$ cat src/rtl/bls_pkg.sv
// Shared types and constants for the Bresenham line stepper.
// Holds coordinate widths, style and mode codes, and the line state struct.
// No dependencies.
package bls_pkg;

    localparam int COORD_BITS = 12;
    localparam int ERR_BITS   = COORD_BITS + 3;

    localparam logic MODE_START = 1'b0;
    localparam logic MODE_STEP  = 1'b1;

    localparam logic [1:0] STYLE_NORMAL = 2'd0;
    localparam logic [1:0] STYLE_BOLD   = 2'd1;
    localparam logic [1:0] STYLE_DOTTED = 2'd2;

    localparam logic [1:0] STEP_ZERO = 2'b00;
    localparam logic [1:0] STEP_POS  = 2'b01;
    localparam logic [1:0] STEP_NEG  = 2'b11;

    typedef struct packed {
        logic [COORD_BITS-1:0] cur_x;
        logic [COORD_BITS-1:0] cur_y;
        logic [1:0]            step_x;
        logic [1:0]            step_y;
        logic [COORD_BITS-1:0] major_delta;
        logic [COORD_BITS-1:0] minor_delta;
        logic [ERR_BITS-1:0]   error_term;
        logic                  axes_swapped;
        logic [COORD_BITS-1:0] steps_left;
        logic [1:0]            style;
        logic                  line_active;
    } line_state_t;

    typedef struct packed {
        logic plot;
        logic bold;
        logic last;
        logic valid_res;
    } pixel_flags_t;

    // Sign-extend a two-bit step (+1, 0, -1) to coordinate width.
    function automatic logic [COORD_BITS-1:0] step_ext(input logic [1:0] s);
        return {{(COORD_BITS-2){s[1]}}, s};
    endfunction

endpackage

$ cat src/rtl/bls_setup.sv
// Line setup: deltas, step signs, axis swap and initial decision value.
// Also forms the flags of the first pixel. Depends on bls_pkg.
module bls_setup
    import bls_pkg::*;
(
    input  logic [COORD_BITS-1:0] x_start,
    input  logic [COORD_BITS-1:0] y_start,
    input  logic [COORD_BITS-1:0] x_end,
    input  logic [COORD_BITS-1:0] y_end,
    input  logic [1:0]            line_style,
    output line_state_t           state,
    output pixel_flags_t          flags
);

    logic [COORD_BITS:0]   dx;
    logic [COORD_BITS:0]   dy;
    logic [COORD_BITS:0]   dx_mag;
    logic [COORD_BITS:0]   dy_mag;
    logic [COORD_BITS-1:0] adx;
    logic [COORD_BITS-1:0] ady;
    logic                  swapped;
    logic [COORD_BITS-1:0] maj;
    logic [COORD_BITS-1:0] mnr;

    always_comb
    begin
        dx = {x_end[COORD_BITS-1], x_end} - {x_start[COORD_BITS-1], x_start};
        dy = {y_end[COORD_BITS-1], y_end} - {y_start[COORD_BITS-1], y_start};
        dx_mag = dx[COORD_BITS] ? (~dx + 1'b1) : dx;
        dy_mag = dy[COORD_BITS] ? (~dy + 1'b1) : dy;
        adx = dx_mag[COORD_BITS-1:0];
        ady = dy_mag[COORD_BITS-1:0];
        swapped = ady > adx;
        maj = swapped ? ady : adx;
        mnr = swapped ? adx : ady;

        state.cur_x        = x_start;
        state.cur_y        = y_start;
        state.step_x       = (dx == '0) ? STEP_ZERO : (dx[COORD_BITS] ? STEP_NEG : STEP_POS);
        state.step_y       = (dy == '0) ? STEP_ZERO : (dy[COORD_BITS] ? STEP_NEG : STEP_POS);
        state.major_delta  = maj;
        state.minor_delta  = mnr;
        state.error_term   = {2'b00, mnr, 1'b0} - {3'b000, maj};
        state.axes_swapped = swapped;
        state.steps_left   = maj;
        state.style        = line_style;
        state.line_active  = maj != '0;

        // First pixel is always drawn.
        flags.plot      = 1'b1;
        flags.bold      = (line_style == STYLE_BOLD) || (line_style == STYLE_DOTTED);
        flags.last      = maj == '0;
        flags.valid_res = 1'b1;
    end

endmodule

$ cat src/rtl/bls_step.sv
// One Bresenham step: advance the major axis, maybe the minor axis,
// update the decision value and pixel flags. Depends on bls_pkg.
module bls_step
    import bls_pkg::*;
(
    input  line_state_t  state,
    output line_state_t  state_next,
    output pixel_flags_t flags
);

    logic                  err_nonneg;
    logic [COORD_BITS-1:0] x_inc;
    logic [COORD_BITS-1:0] y_inc;
    logic [ERR_BITS-1:0]   err_adj;

    always_comb
    begin
        err_nonneg = !state.error_term[ERR_BITS-1];
        x_inc = step_ext(state.step_x);
        y_inc = step_ext(state.step_y);
        err_adj = {2'b00, state.minor_delta, 1'b0}
                - (err_nonneg ? {2'b00, state.major_delta, 1'b0} : '0);

        state_next = state;
        flags.plot      = 1'b0;
        flags.bold      = 1'b0;
        flags.last      = 1'b1;
        flags.valid_res = 1'b0;

        if (state.line_active)
        begin
            if (state.axes_swapped)
            begin
                state_next.cur_y = state.cur_y + y_inc;
                state_next.cur_x = err_nonneg ? state.cur_x + x_inc : state.cur_x;
            end
            else
            begin
                state_next.cur_x = state.cur_x + x_inc;
                state_next.cur_y = err_nonneg ? state.cur_y + y_inc : state.cur_y;
            end
            state_next.error_term  = state.error_term + err_adj;
            state_next.steps_left  = state.steps_left - 1'b1;
            state_next.line_active = state.steps_left != {{(COORD_BITS-1){1'b0}}, 1'b1};

            flags.last      = !state_next.line_active;
            flags.valid_res = 1'b1;
            unique case (state.style)
                STYLE_BOLD:
                begin
                    flags.plot = 1'b1;
                    flags.bold = 1'b1;
                end
                STYLE_DOTTED:
                begin
                    // draw only where x is a multiple of four
                    flags.plot = state_next.cur_x[1:0] == 2'b00;
                    flags.bold = state_next.cur_x[1:0] == 2'b00;
                end
                STYLE_NORMAL:
                begin
                    flags.plot = 1'b1;
                    flags.bold = 1'b0;
                end
                default:
                begin
                    flags.plot = 1'b1;
                    flags.bold = 1'b0;
                end
            endcase
        end
    end

endmodule

$ cat src/rtl/bresenham_line_stepper_top.sv
// Top level of the Bresenham line stepper: line state, result register, handshake.
// Depends on bls_pkg, bls_setup and bls_step.
//
//  channel | direction | handshake          | payload
//  --------+-----------+--------------------+-------------------------------------------
//  input   | in        | in_valid/in_stall  | mode, x_start, y_start, x_end, y_end,
//          |           |                    | line_style
//  output  | out       | out_valid/out_stall| pixel_x, pixel_y, plot, bold, last, valid_res
//
// Every transfer in produces exactly one result, loaded into the result register.
// Throughput is one item per cycle when not stalled: setup logic sits between the input ports and the
// line state and result registers, step logic between the line state registers and the
// result register, so a new item is taken every cycle that in_stall is low.
// in_stall rises only while a result waits and out_stall holds it.
// Reset clears the line state (pixel at 0,0, idle) and empties the result register.
module bresenham_line_stepper_top
    import bls_pkg::*;
(
    input  logic                  clk,
    input  logic                  rst_n,
    input  logic                  in_valid,
    output logic                  in_stall,
    input  logic                  mode,
    input  logic [COORD_BITS-1:0] x_start,
    input  logic [COORD_BITS-1:0] y_start,
    input  logic [COORD_BITS-1:0] x_end,
    input  logic [COORD_BITS-1:0] y_end,
    input  logic [1:0]            line_style,
    output logic                  out_valid,
    input  logic                  out_stall,
    output logic [COORD_BITS-1:0] pixel_x,
    output logic [COORD_BITS-1:0] pixel_y,
    output logic                  plot,
    output logic                  bold,
    output logic                  last,
    output logic                  valid_res
);

    line_state_t  line_reg;
    line_state_t  line_next;
    line_state_t  setup_state;
    line_state_t  step_state;
    pixel_flags_t setup_flags;
    pixel_flags_t step_flags;
    pixel_flags_t flags_next;
    pixel_flags_t flags_reg;
    logic [COORD_BITS-1:0] pixel_x_reg;
    logic [COORD_BITS-1:0] pixel_y_reg;
    logic         out_valid_reg;
    logic         in_xfer;

    // Hold off input only while the result register is full and blocked.
    assign in_stall = out_valid_reg && out_stall;
    assign in_xfer  = in_valid && !in_stall;

    bls_setup u_setup (
        .x_start    (x_start),
        .y_start    (y_start),
        .x_end      (x_end),
        .y_end      (y_end),
        .line_style (line_style),
        .state      (setup_state),
        .flags      (setup_flags)
    );

    bls_step u_step (
        .state      (line_reg),
        .state_next (step_state),
        .flags      (step_flags)
    );

    // A start item reloads the line, abandoning any line still running.
    always_comb
    begin
        if (mode == MODE_START)
        begin
            line_next  = setup_state;
            flags_next = setup_flags;
        end
        else
        begin
            line_next  = step_state;
            flags_next = step_flags;
        end
    end

    // Line state advances on each input transfer.
    always_ff @(posedge clk or negedge rst_n)
    begin
        if (!rst_n)
        begin
            line_reg      <= '0;
            out_valid_reg <= 1'b0;
        end
        else
        begin
            if (in_xfer)
            begin
                line_reg <= line_next;
            end
            if (in_xfer)
            begin
                out_valid_reg <= 1'b1;
            end
            else if (!out_stall)
            begin
                out_valid_reg <= 1'b0;
            end
        end
    end

    // Result payload: load on transfer in, hold otherwise.
    always_ff @(posedge clk)
    begin
        if (in_xfer)
        begin
            pixel_x_reg <= line_next.cur_x;
            pixel_y_reg <= line_next.cur_y;
            flags_reg   <= flags_next;
        end
    end

    assign out_valid = out_valid_reg;
    assign pixel_x   = pixel_x_reg;
    assign pixel_y   = pixel_y_reg;
    assign plot      = flags_reg.plot;
    assign bold      = flags_reg.bold;
    assign last      = flags_reg.last;
    assign valid_res = flags_reg.valid_res;

endmodule

$ cat config.mk
export PLATFORM = sky130hd
export DESIGN_NAME = bresenham_line_stepper_top
export DESIGN_NICKNAME = d
export VERILOG_FILES = /design/src/rtl/bls_pkg.sv /design/src/rtl/bls_setup.sv /design/src/rtl/bls_step.sv /design/src/rtl/bresenham_line_stepper_top.sv
export SDC_FILE = /design/constraint.sdc
export NUM_CORES = 1
export LEC_CHECK = 0
export ABC_AREA = 1
export BUFFER_PORTS_ARGS = -buffer_cell sky130_fd_sc_hd__buf_2
export CAP_MARGIN = 20
export CORE_ASPECT_RATIO = 1.75
export CORE_MARGIN = 5
export CORE_UTILIZATION = 53
export DETAILED_ROUTE_END_ITERATION = 8
export GPL_ROUTABILITY_DRIVEN = 0
export PLACE_DENSITY_LB_ADDON = 0.2
export RECOVER_POWER = 50
export SYNTH_ARGS = -nofsm -noshare
export SYNTH_HDL_FRONTEND = slang
export SYNTH_SLANG_ARGS = --single-unit
export TNS_END_PERCENT = 20
$ cat constraint.sdc
create_clock -name clk -period 5.83 [get_ports clk]
set_input_delay 0.2915 -clock clk [delete_from_list [all_inputs] [get_ports clk]]
set_output_delay 0.2915 -clock clk [all_outputs]
set_load 0.02 [all_outputs]
==> results of run 1 <==
synth_stat cells, types with 4 or more instances:
| cell type | instances | area [um^2] |
|---|---|---|
| dfrtp_1 | 83 | 2080 |
| xnor2_1 | 11 | 96.3 |
| a21oi_1 | 78 | 390 |
| o211ai_1 | 7 | 52.6 |
| nor2_1 | 118 | 443 |
| fa_1 | 18 | 360 |
| nor3_1 | 4 | 20.0 |
| a31oi_1 | 9 | 56.3 |
| o221ai_1 | 7 | 61.3 |
| nand2_2 | 33 | 206 |
| o22ai_1 | 17 | 106 |
| o32a_1 | 6 | 60.1 |
| xor2_1 | 31 | 272 |
| nand4_1 | 19 | 119 |
| o21a_1 | 8 | 60.1 |
| edfxtp_1 | 28 | 841 |
| o21bai_1 | 5 | 37.5 |
| clkbuf_1 | 25 | 93.8 |
| buf_6 | 6 | 67.6 |
| nand3_1 | 103 | 515 |
| o21ai_0 | 122 | 611 |
| nand2_1 | 388 | 1460 |
| o21ai_1 | 6 | 30.0 |
| nand2_4 | 5 | 56.3 |
| inv_1 | 270 | 1010 |
| ha_1 | 78 | 976 |
| inv_2 | 20 | 75.1 |
| nor2_2 | 10 | 62.6 |
| buf_2 | 4 | 20.0 |
| nand3b_1 | 5 | 37.5 |
| nand3_2 | 4 | 40.0 |
| a22oi_1 | 6 | 45.0 |
cells by family (layout without fill, tap and decap cells):
family | after synthesis | count (layout) | synth area share
XOR/XNOR | 42 | 42 | 0.0348
adder cells (fa/ha/maj) | 96 | 96 | 0.126
flip-flops | 111 | 111 | 0.276
AND/OR/NAND/NOR | 698 | 698 | 0.287
buffers and inverters | 331 | 407 | 0.123
AO/OA/AOI/OAI | 283 | 283 | 0.153
final cells by class:
| class | instances | share of cell area |
|---|---|---|
| Tap cell | 245 | 0.0267 |
| Multi-Input combinational cell | 1119 | 0.555 |
| Clock inverter | 6 | 0.00469 |
| Inverter | 290 | 0.0949 |
| Sequential cell | 111 | 0.254 |
| Clock buffer | 10 | 0.0200 |
| Timing Repair Buffer | 101 | 0.0440 |
what timing repair did:
item / in CTS / in global routing
hold buffers: 1 / 0
setup buffers: 0 / 2
endpoints found under the setup margin: 0 / 1
gates resized for setup: 0 / 1
endpoints found under the hold margin: 24 / 0
power by group through the flow:
stage / registers [W] / logic [W] / clock network (W)
5_1_grt: 0.00125 / 0.00499 / 0.000663
6_report: 0.00122 / 0.00440 / 0.000622
4_1_cts: 0.00122 / 0.00439 / 0.000629
2_1_floorplan: 0.00122 / 0.00333 / 0
3_3_place_gp: 0.00123 / 0.00429 / 0
3_5_place_dp: 0.00123 / 0.00437 / 0
critical path: cells and delay by family, from the launching register on:
kind,cells,cell delay [ps]
buf+inv,5,3730
simple gates,5,840
flops,1,380
compound gates,1,120
worst paths after layout:
| kind | to |
|---|---|
| worst max-delay path | line_reg[57]$_DFFE_PN0P_ |
| worst min-delay path | out_valid$_DFFE_PN0P_ |
| worst max register to register | line_reg[57]$_DFFE_PN0P_ |
| worst min register to register | line_reg[23]$_DFFE_PN0P_ |
| max in group asynchronous | line_reg[23]$_DFFE_PN0P_ |
| min in group asynchronous | line_reg[78]$_DFFE_PN0P_ |
metal layers:
layer | global-route usage | share of wire | vias up
met5 | 0 | 0 | -
met4 | 0.196 | 0.076 | 0
met3 | 0.0378 | 0.036 | 110
met2 | 0.501 | 0.53 | 270
met1 | 0.280 | 0.36 | 4765
li1 | - | - | 5171
stage by stage:
stage,worst slack (ps),utilization
detailed placement,250,0.570
CTS,629,0.585
finish,627,0.583
global placement,287,0.570
floorplan,914,-
global route,27.7,0.583
==> metrics.md, run 1 <==
| Metric | Value |
|---|---|
| Worst setup EP type | register |
| Crit Path Class | register to register |
| Rows | 68 |
| Initial Utilization | 0.537 |
| Violated checks | capacitance limit, slew limit |
| IO Pins | 85 |
| Min-delay worst type | input pin to register |
| Worst EP arrival | 5480 ps |
| Gr usage total | 0.276 |
| First-pass GRT wire length | 49800 um |
| Area grow syn2layout | 8.55% |
| Avg Cell Area, Syn | 6.77 um^2 |
| Vias in the first global route | 10400 |
| Register bit total from synthesis | 111 |
| RSZ-0062 raised after global routing | false |
| Startpoint Class | register |
| Most frequent cells in the layout | 388 x nand2_1, 270 x inv_1, 122 x o21ai_0 |
| Hold-critical path depth | 3 |
| Sequential cell area | 2920 um^2 |
| Commonest non-fill, non-tap cell in the layout | nand2_1 |
| Die height | 197 um |
| Initial antenna violation count | 0 |
| Pleak | 6.13 nW |
| Max IR drop VDD | 0.330 mV |
| Final WL | 30500 um |
| Internal | 0.00290 W |
| Max-slew violations | 131 |
| Routed vias/inst | 5.48 |
| Max transition margin | -1.17 |
| Final antenna-violating net count | 0 |
| Syn. warnings | 0 |
| Highest Clock Rate | 0.192 GHz |
| Fin crit share | 0.892 |
| Final setup fails | 0 |
| Final TNS setup | 0 ps |
| FFs w/ async S/R, synth | 0.748 |
| Fillcell total | 1985 |
| DR DRC count | 0 |
| Clk_lat worst skew | 380 ps |
| Ant. Diodes | 0 |
| Post-DP HPWL | 24200 um |
| Post-Syn Instances | 1561 |
| Worst Skew | 16.0 ps |
| Reg2reg start | out_valid$_DFFE_PN0P_ |
| CTS Buffer Depth | 2 |
| Worst EP required | 6110 ps |
| Htree depth | 3 |
| Die area | 23000 um^2 |
| Chip width | 117 um |
| Buffers on Ports | 84 |
| Tmin final | 5200 ps |
| Sw frac | 0.536 |
| Layout cells sized above 1 | 0.101 |
| Clk root buf | clkbuf_16 |
| P_sw | 0.00335 W |
| Hold_ws | 134 ps |
| Largest net degree at the start of global routing | 60 |
| Nets | 1783 |
| DP Cell Count | 1863 |
| CTS Sinks | 111 |
| Crit path max-delay cell type | clkbuf_1 |
| CTS Buf Count | 9 |
| CP max stage delay | 1630 ps |
| MaxCap Viol Count | 3 |
| Multi-input gate area | 6370 um^2 |
| Critical-path maximum fanout | 44 |
| Hold path start | out_stall |
| GRT overflow | 0 |
| Fin. Hold Viols | 0 |
| Post-route cell area | 11500 um^2 |
| Combinational share of power | 0.705 |
| Synth unique cells | 47 |
| Seq pwr share | 0.196 |
| Number of enable flip-flop cells after synthesis | 28 |
| Worst Setup SP | out_valid$_DFFE_PN0P_ |
| CP Cell Sequence | nand2_1, inv_1, nor2_4, clkbuf_1, inv_1, nor2_2, buf_4, inv_1, nor2_1, nand4_1, o21a_1 |
| Final non-filler cell total | 1882 |
| DRT iter0 DRCs | 575 |
| Synth Net Count | 1712 |
| Core footprint | 19700 um^2 |
| CTS tree | yes |
| Most used cell, CP | inv_1 |
| Status | finished, violations left |
| R2R Setup Slk | 630 ps |
| Pwr dens | 545 nW/um^2 |
| Tot Pwr | 0.00625 W |
| Pre-antenna DRT Iters | 7 |
| Main synth FF type | dfrtp_1 |
| Post-Syn Area | 10600 um^2 |
| Worst reg-to-reg path cell count | 11 |
| Worst-path clk slew | 90 ps |
| Sequential cell area fraction in the yosys report | 0.276 |
| Largest register FFs | 82 |
| DP Area | 11200 um^2 |
| Slew at the pin closest to its max-slew limit | 3250 ps |
| Per-cell routed wire length | 16.2 um |
| Clock share of power | 0.100 |
| Vias | 10300 |
Note: power is estimated with default switching activity, not from simulation.
==> run 2, diff against run 1 <==
- clock period: 5.83 -> 5 ns (I/O delays scaled with it)
==> run 2 against run 1 <==
Net effect:
- the flow still finishes with violations (capacitance limit, slew limit)
- critical path type is now input pin to register
- sequential power grew 17%
- via count grew 4.7%
- global-route usage shrank 0.16 points
- total power grew 31%
- cell count grew 5.7%
- clock power grew 22%
- design area grew 8.2%
- first-iteration DRC count shrank 9.0%
==> metrics.md, run 2 (synthesis results as in run 1) <==
| Metric | Value |
|---|---|
| Clk_lat worst skew | 370 ps |
| Max transition margin | -0.862 |
| Chip width | 117 um |
| Sequential cell area | 2920 um^2 |
| Tmin final | 4650 ps |
| Place WS | -189 ps |
| MaxCap Viol Count | 2 |
| Seq pwr share | 0.174 |
| Clock share of power | 0.093 |
| Combinational share of power | 0.733 |
| First-pass GRT wire length | 50100 um |
| Crit-path leading delay family | adder cells |
| DR DRC count | 0 |
| Worst setup EP type | register |
| Worst-path clk slew | 80 ps |
| Final setup fails | 0 |
| Metal-1 WL | 11000 um |
| Initial Utilization | 0.537 |
| Gr usage total | 0.274 |
| Buffers on Ports | 84 |
| Status | finished, violations left |
| Internal | 0.00407 W |
| Core footprint | 19700 um^2 |
| Per-cell routed wire length | 15.6 um |
| Layout cells sized above 1 | 0.169 |
| CP max stage delay | 560 ps |
| Worst path buffer plus inverter count | 6 |
| Wire length on met2 | 16800 um |
| Min-delay worst type | input pin to register |
| Worst EP arrival | 4950 ps |
| Pre-antenna DRT Iters | 5 |
| Commonest non-fill, non-tap cell in the layout | nand2_1 |
| Die height | 197 um |
| Final antenna-violating net count | 0 |
| Hold_ws | 93.1 ps |
| CTS Buffer Depth | 2 |
| IO Pins | 85 |
| Crit path max-delay cell type | fa_2 |
| Ant. Diodes | 0 |
| Critical-path maximum fanout | 14 |
| Crit Path Class | input pin to register |
| Worst Skew | 11.9 ps |
| Worst EP required | 5300 ps |
| Fillcell total | 1843 |
| Final WL | 31000 um |
| Area grow syn2layout | 17.5% |
| Violated checks | capacitance limit, slew limit |
| DP Cell Count | 1971 |
| CTS tree | yes |
| Clk root buf | clkbuf_16 |
| Largest net degree at the start of global routing | 52 |
| Vias in the first global route | 10800 |
| Largest register FFs | 82 |
| Routed vias/inst | 5.43 |
| Most used cell, CP | nand2_1 |
| Post-DP HPWL | 24500 um |
| Fin. Hold Viols | 0 |
| Rows | 68 |
| Multi-input gate area | 6470 um^2 |
| Die area | 23000 um^2 |
| Sw frac | 0.502 |
| Nets | 1891 |
| Pleak | 6.67 nW |
| Wire length on met3 | 1190 um |
| Max-slew violations | 90 |
| Setup ws final | 351 ps |
| Htree depth | 3 |
| Highest Clock Rate | 0.215 GHz |
| Initial antenna violation count | 0 |
| Most frequent cells in the layout | 387 x nand2_1, 269 x inv_1, 121 x buf_4 |
| CTS Sinks | 111 |
| GRT overflow | 0 |
| P_sw | 0.00410 W |
| Final non-filler cell total | 1990 |
| Pwr dens | 659 nW/um^2 |
| Fin crit share | 0.930 |
| CTS Buf Count | 9 |
| Slew at the pin closest to its max-slew limit | 2790 ps |
| DR top layer | met4 |
| DRT iter0 DRCs | 523 |
| Max IR drop VDD | 0.477 mV |
| Vias | 10800 |
| Startpoint Class | input pin |
## run 2: power groups by stage
stage	Clock (W)	Combinational, W	Sequential, W
finish	0.000758	0.00599	0.00143
global route	0.000811	0.00675	0.00146
detailed placement	0	0.00581	0.00144
floorplan	0	0.00388	0.00142
global placement	0	0.00569	0.00143
CTS	0.000777	0.00584	0.00142
## run 2: worst paths after layout
check | end | start | slack [ps] | cells after the start
max | line_reg[28]$_DFFE_PN0P_ | y_start[0] | 350 | 34
min | out_valid$_DFFE_PN0P_ | out_stall | 90 | 3
max reg2reg | line_reg[57]$_DFFE_PN0P_ | out_valid$_DFFE_PN0P_ | 710 | 11
min reg2reg | line_reg[50]$_DFFE_PN0P_ | line_reg[50]$_DFFE_PN0P_ | 490 | 2
max in group asynchronous | line_reg[47]$_DFFE_PN0P_ | rst_n | 1480 | 3
min in group asynchronous | line_reg[79]$_DFFE_PN0P_ | rst_n | 1330 | 2
## run 2: area by class of cell
| class | instances | share of cell area |
|---|---|---|
| Sequential cell | 111 | 0.235 |
| Clock inverter | 6 | 0.00464 |
| Multi-Input combinational cell | 1119 | 0.521 |
| Inverter | 290 | 0.0877 |
| Clock buffer | 10 | 0.0202 |
| Timing Repair Buffer | 209 | 0.106 |
| Tap cell | 245 | 0.0247 |
## run 2: worst min-delay path, stage by stage
cell and delay [ps]:
buf_2 70, nand2_1 60, nand2_1 50
## run 2: routing by layer
layer | up-vias | track usage
met5 | - | 0
met1 | 4999 | 0.278
met3 | 104 | 0.0283
met4 | 0 | 0.172
li1 | 5382 | -
met2 | 312 | 0.516
## run 2: repair_timing
item                                    4_1_cts  5_1_grt
hold endpoints to repair                     43        0
hold buffers                                  1        0
resized for setup                             0       33
endpoints found under the setup margin        0       15
setup buffers                                 0        2
## run 2: stage by stage
stage               cell area (um^2)  TNS [ps]  utilization  power (W)
floorplan                      10600         0            -    0.00530
global placement               12000      -117        0.611    0.00712
detailed placement             12000     -1290        0.611    0.00725
CTS                            12300         0        0.627    0.00804
global route                   12400     -1.13        0.632    0.00902
finish                         12400         0        0.632    0.00817
==> run 3, diff against run 2 <==
==> constraint.sdc (replaced) <==
create_clock -name clk -period 5 [get_ports clk]
set_input_delay 0 -clock clk [delete_from_list [all_inputs] [get_ports clk]]
set_output_delay 0 -clock clk [all_outputs]
set_load 0.02 [all_outputs]
==> run 3 against run 2 <==
Net effect:
- the flow still finishes with violations (capacitance limit, slew limit)
- clock-buffer cell count up 1
- total power down 4.6%
- maximum frequency down 0.44%
- routed wire length up 0.78%
- largest cell class unchanged
==> metrics.md, run 3 (synthesis results as in run 1) <==
| Metric | Value |
|---|---|
| Die height | 197 um |
| Highest Clock Rate | 0.214 GHz |
| Clk_lat worst skew | 370 ps |
| Final non-filler cell total | 1936 |
| Pre-antenna DRT Iters | 7 |
| Fillcell total | 1856 |
| Ant. Diodes | 0 |
| Worst Setup SP | y_start[11] |
| Die area | 23000 um^2 |
| Htree depth | 3 |
| Crit path max-delay cell type | dlygate4sd3_1 |
| MaxCap Viol Count | 2 |
| Max IR drop VDD | 0.571 mV |
| Status | finished, violations left |
| Sequential cell area | 2920 um^2 |
| Most used cell, CP | nand2_1 |
| DR DRC count | 0 |
| Fin. Hold Viols | 0 |
| Max transition margin | -0.622 |
| Violated checks | capacitance limit, slew limit |
| Slew at the pin closest to its max-slew limit | 2430 ps |
| Buffers on Ports | 84 |
| Hold path start | x_start[10] |
| GRT overflow | 0 |
| Tmin final | 4670 ps |
| IO Pins | 85 |
| Rows | 68 |
| Clk root buf | clkbuf_16 |
| CTS Buffer Depth | 2 |
| Max-slew violations | 84 |
| Worst setup EP type | register |
| Largest net degree at the start of global routing | 46 |
| Min-delay worst type | input pin to register |
| Routed vias/inst | 5.49 |
| Per-cell routed wire length | 16.1 um |
| Vias | 10600 |
| First-pass GRT wire length | 50400 um |
| Chip width | 117 um |
| Tot Pwr | 0.00780 W |
| Worst EP required | 5270 ps |
| Initial antenna violation count | 0 |
| Most frequent cells in the layout | 380 x nand2_1, 267 x inv_1, 115 x o21ai_0 |
| RSZ-0062 raised after global routing | true |
| Worst EP arrival | 4940 ps |
| Core footprint | 19700 um^2 |
| CP max stage delay | 540 ps |
| Reg2reg start | line_reg[30]$_DFFE_PN0P_ |
| CTS Sinks | 111 |
| Worst-path clk slew | 80 ps |
| Critical-path maximum fanout | 15 |
| Pwr dens | 643 nW/um^2 |
| Nets | 1837 |
| Area grow syn2layout | 14.9% |
| Worst Skew | 11.0 ps |
| Commonest non-fill, non-tap cell in the layout | nand2_1 |
| Gr usage total | 0.278 |
| CTS Buf Count | 9 |
| Initial Utilization | 0.537 |
| Final antenna-violating net count | 0 |
| Vias in the first global route | 10700 |
| DRT iter0 DRCs | 547 |
| Fin crit share | 0.934 |
| Multi-input gate area | 6600 um^2 |
| Layout cells sized above 1 | 0.146 |
| Final WL | 31300 um |
| Pleak | 6.40 nW |
| Largest register FFs | 82 |
| Startpoint Class | input pin |
| Post-DP HPWL | 24500 um |
| CTS tree | yes |
| Final setup fails | 0 |
| Crit Path Class | input pin to register |
| DP Cell Count | 1894 |
==> run 3: cell count changes in the layout (fill, tap and decap cells not counted), sizes merged <==
cell         change
buf             -67
clkbuf           +1
clkinvlp         +1
dlygate4sd3     +13
inv              -2
==> run 3: what timing repair did <==
action / CTS / global route
endpoints found under the hold margin: 53 / 0
setup endpoints to repair: 0 / 16
setup buffers: 0 / 12
resized for setup: 0 / 60
hold buffers: 14 / 0
==> run 3: final cells by class <==
type                    count  share of cell area
multi-input cells        1119               0.544
clock buffers              11              0.0192
repair buffers            155              0.0780
well taps                 245              0.0253
flip-flops and latches    111               0.240
clock inverters             5             0.00351
inverters                 290              0.0899
==> run 3: per-layer routing <==
metal	wire length, um	up-vias	part of all wire	track usage
met1	11000	4894	0.35	0.283
li1	-	5271	-	-
met4	2280	0	0.073	0.187
met5	0	-	0	0
met2	16800	316	0.54	0.512
met3	1190	142	0.038	0.0338
==> run 3: path summary, 6_finish.rpt <==
kind	cells after the start	endpoint	slack, ps
setup / recovery	42	line_reg[29]$_DFFE_PN0P_	330
max in group asynchronous	3	line_reg[26]$_DFFE_PN0P_	1890
hold / removal	4	line_reg[81]$_DFFE_PN0P_	40
hold reg to reg	2	line_reg[38]$_DFFE_PN0P_	480
setup reg to reg	24	line_reg[30]$_DFFE_PN0P_	1100
min in group asynchronous	2	line_reg[77]$_DFFE_PN0P_	900
==> run 3: power by group <==
group	total [W]	switching [W]	internal, W
Combinational	0.00567	0.00351	0.00215
Sequential	0.00143	0.000189	0.00124
Clock	0.000707	0.000362	0.000345
Total	0.00780	0.00406	0.00374
==> run 3: worst max-delay path, delay by kind of cell <==
| family | cells | cell delay (ps) |
|---|---|---|
| and+or+nand+nor | 26 | 2100 |
| adders and majority gates | 2 | 570 |
| xor gates and xnor gates | 1 | 210 |
| buffers and inverters | 8 | 1410 |
| AOI/OAI and AO/OA | 5 | 640 |
==> run 3: per-stage QoR <==
step	area [um^2]	setup WS, ps	hold slack [ps]	setup TNS, ps	util
floorplan	10600	376	-296	0	-
global placement	11400	3.21	27.5	0	0.582
detailed placement	11400	-33.9	23.0	-33.9	0.582
CTS	11800	29.0	24.6	0	0.603
global route	12100	-69.1	69.6	-311	0.618
finish	12100	331	37.9	0	0.618
